`src/sv/sll_pkg.sv`:
```
`timescale 1ns / 1ps
// shared types, field widths and codes for the linked list engine
package sll_pkg;

    localparam int CMD_W  = 3;
    localparam int POS_W  = 8;
    localparam int VAL_W  = 32;
    localparam int STAT_W = 2;
    localparam int FND_W  = 8;
    localparam int LEN_W  = 8;

    localparam logic [CMD_W-1:0] CMD_INSERT = 3'd0;
    localparam logic [CMD_W-1:0] CMD_DELETE = 3'd1;
    localparam logic [CMD_W-1:0] CMD_GET    = 3'd2;
    localparam logic [CMD_W-1:0] CMD_LOCATE = 3'd3;
    localparam logic [CMD_W-1:0] CMD_CLEAR  = 3'd4;

    localparam logic [STAT_W-1:0] ST_OK      = 2'd0;
    localparam logic [STAT_W-1:0] ST_EMPTY   = 2'd1;
    localparam logic [STAT_W-1:0] ST_BAD_POS = 2'd2;
    localparam logic [STAT_W-1:0] ST_FULL    = 2'd3;

    typedef enum logic [3:0] {
        OP_NONE,
        OP_LATCH,
        OP_STATUS,
        OP_FREE_RD,
        OP_ALLOC,
        OP_ALLOC_HEAD,
        OP_PRIME,
        OP_ADV,
        OP_FOUND,
        OP_GET_CAP,
        OP_INS_LINK,
        OP_INS_PREV,
        OP_DEL_UNLINK,
        OP_DEL_RELINK,
        OP_CLEAR,
        OP_OUT_LOAD
    } t_op;

    typedef struct packed {
        t_op               op;
        logic [STAT_W-1:0] stat;
    } t_dp_ctl;

    typedef struct packed {
        logic [CMD_W-1:0] cmd;
        logic             pos_zero;
        logic             pos_one;
        logic             pos_gt_cnt;
        logic             pos_gt_cnt1;
        logic             cnt_zero;
        logic             free_zero;
        logic             k_eq_pos;
        logic             k_eq_posm1;
        logic             k_gt_cnt;
        logic             elem_match;
        logic             out_busy;
    } t_dp_sts;

endpackage

```
`src/sv/sll_ctrl.sv`:
```
`timescale 1ns / 1ps
// controller state machine: sequences checks, walks and link updates per command
module sll_ctrl (
    input  logic              i_clk,
    input  logic              i_rst_n,
    input  logic              i_cmd_valid,
    output logic              o_cmd_ready,
    input  sll_pkg::t_dp_sts  i_sts,
    output sll_pkg::t_dp_ctl  o_ctl
);
    import sll_pkg::*;

    localparam logic [2:0] S_IDLE   = 3'd0;
    localparam logic [2:0] S_DECODE = 3'd1;
    localparam logic [2:0] S_ALLOC  = 3'd2;
    localparam logic [2:0] S_PRIME  = 3'd3;
    localparam logic [2:0] S_WALK   = 3'd4;
    localparam logic [2:0] S_INS_B  = 3'd5;
    localparam logic [2:0] S_DEL_B  = 3'd6;
    localparam logic [2:0] S_RESP   = 3'd7;

    logic [2:0] r_state, n_state;
    t_dp_ctl    ctl;

    always_comb begin
        n_state  = r_state;
        ctl.op   = OP_NONE;
        ctl.stat = ST_OK;
        case (r_state)
            S_IDLE: begin
                if (i_cmd_valid) begin
                    ctl.op  = OP_LATCH;
                    n_state = S_DECODE;
                end
            end
            S_DECODE: begin
                case (i_sts.cmd)
                    CMD_INSERT: begin
                        if (i_sts.pos_zero || i_sts.pos_gt_cnt1) begin
                            ctl.op   = OP_STATUS;
                            ctl.stat = ST_BAD_POS;
                            n_state  = S_RESP;
                        end else if (i_sts.free_zero) begin
                            ctl.op   = OP_STATUS;
                            ctl.stat = ST_FULL;
                            n_state  = S_RESP;
                        end else begin
                            ctl.op  = OP_FREE_RD;
                            n_state = S_ALLOC;
                        end
                    end
                    CMD_DELETE, CMD_GET: begin
                        if (i_sts.cnt_zero) begin
                            ctl.op   = OP_STATUS;
                            ctl.stat = ST_EMPTY;
                            n_state  = S_RESP;
                        end else if (i_sts.pos_zero || i_sts.pos_gt_cnt) begin
                            ctl.op   = OP_STATUS;
                            ctl.stat = ST_BAD_POS;
                            n_state  = S_RESP;
                        end else begin
                            n_state = S_PRIME;
                        end
                    end
                    CMD_LOCATE: begin
                        n_state = S_PRIME;
                    end
                    CMD_CLEAR: begin
                        ctl.op  = OP_CLEAR;
                        n_state = S_RESP;
                    end
                    default: begin
                        n_state = S_RESP;
                    end
                endcase
            end
            S_ALLOC: begin
                if (i_sts.pos_one) begin
                    ctl.op  = OP_ALLOC_HEAD;
                    n_state = S_RESP;
                end else begin
                    ctl.op  = OP_ALLOC;
                    n_state = S_PRIME;
                end
            end
            S_PRIME: begin
                ctl.op  = OP_PRIME;
                n_state = S_WALK;
            end
            S_WALK: begin
                case (i_sts.cmd)
                    CMD_INSERT: begin
                        // stop on the slot before the insertion point
                        if (i_sts.k_eq_posm1) begin
                            ctl.op  = OP_INS_LINK;
                            n_state = S_INS_B;
                        end else begin
                            ctl.op = OP_ADV;
                        end
                    end
                    CMD_DELETE: begin
                        if (i_sts.k_eq_pos) begin
                            ctl.op  = OP_DEL_UNLINK;
                            n_state = i_sts.pos_one ? S_RESP : S_DEL_B;
                        end else begin
                            ctl.op = OP_ADV;
                        end
                    end
                    CMD_GET: begin
                        if (i_sts.k_eq_pos) begin
                            ctl.op  = OP_GET_CAP;
                            n_state = S_RESP;
                        end else begin
                            ctl.op = OP_ADV;
                        end
                    end
                    CMD_LOCATE: begin
                        if (i_sts.k_gt_cnt) begin
                            n_state = S_RESP;
                        end else if (i_sts.elem_match) begin
                            ctl.op  = OP_FOUND;
                            n_state = S_RESP;
                        end else begin
                            ctl.op = OP_ADV;
                        end
                    end
                    default: begin
                        n_state = S_RESP;
                    end
                endcase
            end
            S_INS_B: begin
                ctl.op  = OP_INS_PREV;
                n_state = S_RESP;
            end
            S_DEL_B: begin
                ctl.op  = OP_DEL_RELINK;
                n_state = S_RESP;
            end
            S_RESP: begin
                if (!i_sts.out_busy) begin
                    ctl.op  = OP_OUT_LOAD;
                    n_state = S_IDLE;
                end
            end
            default: begin
                n_state = S_IDLE;
            end
        endcase
    end

    always_ff @(posedge i_clk) begin
        if (!i_rst_n) begin
            r_state <= S_IDLE;
        end else begin
            r_state <= n_state;
        end
    end

    assign o_cmd_ready = (r_state == S_IDLE);
    assign o_ctl       = ctl;

endmodule

```
`config.mk`:
```
export PLATFORM = sky130hd
export DESIGN_NAME = sll_ctrl
export DESIGN_NICKNAME = d
export VERILOG_FILES = /design/src/sv/sll_pkg.sv /design/src/sv/sll_ctrl.sv
export SDC_FILE = /design/constraint.sdc
export NUM_CORES = 1
export LEC_CHECK = 0
export BUFFER_PORTS_ARGS = -buffer_cell sky130_fd_sc_hd__buf_2
export CORE_MARGIN = 2
export CORE_UTILIZATION = 23
export CTS_BUF_LIST = sky130_fd_sc_hd__clkbuf_8
export DETAILED_ROUTE_END_ITERATION = 8
export HOLD_SLACK_MARGIN = 0.03
export PLACE_DENSITY = 0.57
export SLEW_MARGIN = 20
export SYNTH_ARGS = -nofsm -noshare
export SYNTH_HDL_FRONTEND = slang
export SYNTH_SLANG_ARGS = --single-unit
```
`constraint.sdc`:
```
create_clock -name i_clk -period 1.2 [get_ports i_clk]
set_input_delay 0.06 -clock i_clk [delete_from_list [all_inputs] [get_ports i_clk]]
set_output_delay 0.06 -clock i_clk [all_outputs]
set_load 0.05 [all_outputs]
```
==> flow_summary.toml <==
[critical_path]
worst_ep_required_time_ps = 1140
timing.critical_path.to_type = "output pin"
startpoint_type = "flip-flop"
worstSetupPathType = "flip-flop to output pin"
crit_path_max_fanout = 5
arrival_ps = 1470
rr_worst_depth = 6

[outcome]
run_status = "complete, but fails checks"
violations = "setup timing"

[floorplan]
io-pin-count = 24
dieArea_um2 = 2950
fp.dieH_um = 54.4
initial_utilization = 0.240
fp.coreArea_um2 = 2430
core.rowCount = 18
horizontal_extent_of_the_die_um = 54.4

[final_layout]
most_flops_register = "r_state"
reg_top3 = "r_state x3"
flip_flop_count_of_the_largest_register_after_layout = 3
postLayoutCellArea_um2 = 1210
layout_area_overhead_pct = 107
n_fill_cell = 231
layout.nets = 159
number_of_inserted_diodes = 0
drive_above_1_share = 0.582

[global_routing]
grt_remaining_overflow = 0
grt_start_max_net_pins = 16
grt_first_pass_wirelength_um = 3450
globalRouteTotalUtil = 0.158
first_global_vias = 798
antenna_found_initial = 0

[detailed_routing]
final_antenna_net_count = 0
wl_um = 2270
drt_iter0_drc = 15
drt_drc_violations_left = 0
routedWlPerCell_um = 13.3
viasPerCell = 5.23
routed-via-count = 894
detail_route.first_pass.iterations = 4

[power]
power_density_nw_per_um2 = 1780
power.ir.vdd_worst_mv = 1.20
leakagePower_nw = 0.527

[clocking]
clockBufferDepth = 2
tritoncts.num_buffers = 3
clock_tree.root_cell = "sky130_fd_sc_hd__clkbuf_8"
htreeDepth = 1
worst_setup_hold_path_clk_slew_ps = 30
cts_hold_buffers = 0
tritoncts_clock_tree = "done"
worst_skew_pair.late_latency_ps = 210
clk_sinks = 3

[synth]
ys_warn_count = 0
mappedNetlistNets = 103
count_of_different_cell_masters_after_synthesis = 39
yosys.area.top_type_share = 0.103
netlist_area_um2 = 583
postSynthRegisterBits = 3
ys_top_cells_by_area = "sky130_fd_sc_hd__dfxtp_1 (10%), sky130_fd_sc_hd__a21oi_1 (6.0%), sky130_fd_sc_hd__o21ai_0 (6.0%)"
syn_inst = 86
ys_top_cells_by_count = "sky130_fd_sc_hd__a21oi_1 (7), sky130_fd_sc_hd__nor2_1 (7), sky130_fd_sc_hd__o21ai_0 (7)"
leading_register_cell_type_out_of_synthesis = "sky130_fd_sc_hd__dfxtp_1"
netlist.top_cell.by_area = "sky130_fd_sc_hd__dfxtp_1"
post_synth.cell_area_avg_um2 = 6.78
synth-async-reset-ratio = 0
synth_seq_area_share = 0.103
synth_edf_count = 0

[place]
dp_worst_setup_slack_ps = -283
place.gp.congestion = 0.872
buffer_ports.inserted = 23
detailed_place.area_um2 = 1040
place.detailed.hpwl_um = 1690

[hold_path]
hold_path.class = "primary input to flip-flop"
worstHoldPathCells = 3

[timing]
fmax_ghz = 0.652
max_slew.worst_pin.slew_ps = 374
finalHoldViolations = 0
setup_tns_ps = -2230
clock-skew-final_ps = 1.12
rsz_0062_raised_after_global_routing = "yes"
min_period_ps = 1530
timing.final.max_slew_violations = 0
setup_slack_ps = -333
setup_viol = 10
max_slew_margin = 0.749
post-route-period-util = 1.28

[run]
drv.max_cap_violation_count = 0
-- routing by layer --
metal,track usage,vias to the layer above,share of wire
met5,0,-,0
met1,0.209,425,0.46
li1,-,447,-
met3,0.0164,0,0.041
met2,0.285,22,0.50
met4,0.0125,0,0
-- report_power, final --
group	switching, mW	internal (mW)
clock network	0.0665	0.218
registers	0.0896	0.155
logic	0.827	0.794
total	0.983	1.17
-- placed cells by master (no fill, tap or decap), types with 2 or more instances in the layout --
cell,Yosys,layout
sky130_fd_sc_hd__buf_4,2,32
sky130_fd_sc_hd__buf_2,4,16
sky130_fd_sc_hd__buf_6,0,6
sky130_fd_sc_hd__o21ai_0,7,5
sky130_fd_sc_hd__a21oi_1,7,5
sky130_fd_sc_hd__inv_1,4,5
sky130_fd_sc_hd__nor2_1,7,5
sky130_fd_sc_hd__nor3_1,5,4
sky130_fd_sc_hd__nand2_1,4,4
sky130_fd_sc_hd__a31oi_1,4,4
sky130_fd_sc_hd__nor4_1,4,3
sky130_fd_sc_hd__nand3_1,3,3
sky130_fd_sc_hd__clkbuf_8,0,3
sky130_fd_sc_hd__buf_12,0,3
sky130_fd_sc_hd__dfxtp_4,0,3
sky130_fd_sc_hd__nor2_2,1,2
sky130_fd_sc_hd__and2b_1,2,2
sky130_fd_sc_hd__o21ai_2,1,2
sky130_fd_sc_hd__o22ai_1,2,2
sky130_fd_sc_hd__o211ai_1,2,2
-- worst max-delay path: stages, from the launching register on --
cell and delay (ps):
sky130_fd_sc_hd__dfxtp_4 360, sky130_fd_sc_hd__nor4b_4 340, sky130_fd_sc_hd__o21ai_2 140, sky130_fd_sc_hd__a21o_1 180, sky130_fd_sc_hd__o21ai_2 60, sky130_fd_sc_hd__buf_6 170
-- kinds of logic (layout without fill, tap and decap cells) --
| group | Yosys count | count (layout) | share of synthesized area |
|---|---|---|---|
| buffers and inverters | 11 | 66 | 0.0944 |
| AND/OR/NAND/NOR | 36 | 36 | 0.371 |
| AO/OA/AOI/OAI | 35 | 35 | 0.414 |
| flip-flops | 3 | 3 | 0.103 |
| multiplexers | 1 | 1 | 0.0172 |
-- through the flow --
| stage | hold WS (ps) | utilization | std cells | power [mW] |
|---|---|---|---|---|
| 2_1_floorplan | 202 | - | 86 | 1.14 |
| 3_3_place_gp | 373 | 0.427 | 163 | 1.59 |
| 3_5_place_dp | 374 | 0.427 | 163 | 1.58 |
| 4_1_cts | 149 | 0.488 | 170 | 2.12 |
| 5_1_grt | 206 | 0.496 | 171 | 2.25 |
| 6_report | 183 | 0.496 | 171 | 2.15 |
-- area by class of cell --
type                       instances  area, um2  area share
multi-input combinational         72        576       0.477
timing repair buffer              58        463       0.383
sequential                         3       71.3      0.0591
clock buffer                       3       41.3      0.0342
tap                               30       37.5      0.0311
inverter                           4       15.0      0.0124
clock inverter                     1       3.75     0.00311
-- path summary, 6_finish.rpt --
| check | slack, ps | start | end |
|---|---|---|---|
| max | -330 | r_state[0]$_SDFFE_PN0P_ | o_ctl[3] |
| min | 180 | i_rst_n | r_state[1]$_SDFFE_PN0P_ |
| max reg2reg | -280 | r_state[0]$_SDFFE_PN0P_ | r_state[0]$_SDFFE_PN0P_ |
| min reg2reg | 700 | r_state[2]$_SDFFE_PN0P_ | r_state[0]$_SDFFE_PN0P_ |
-- timing repair --
action	CTS	global route
cloned	0	0
endpoints found under the setup margin	10	10
gates resized for setup	21	4
buffers inserted	3	1
pin swaps	7	4
Note: power is estimated with default switching activity, not from simulation.
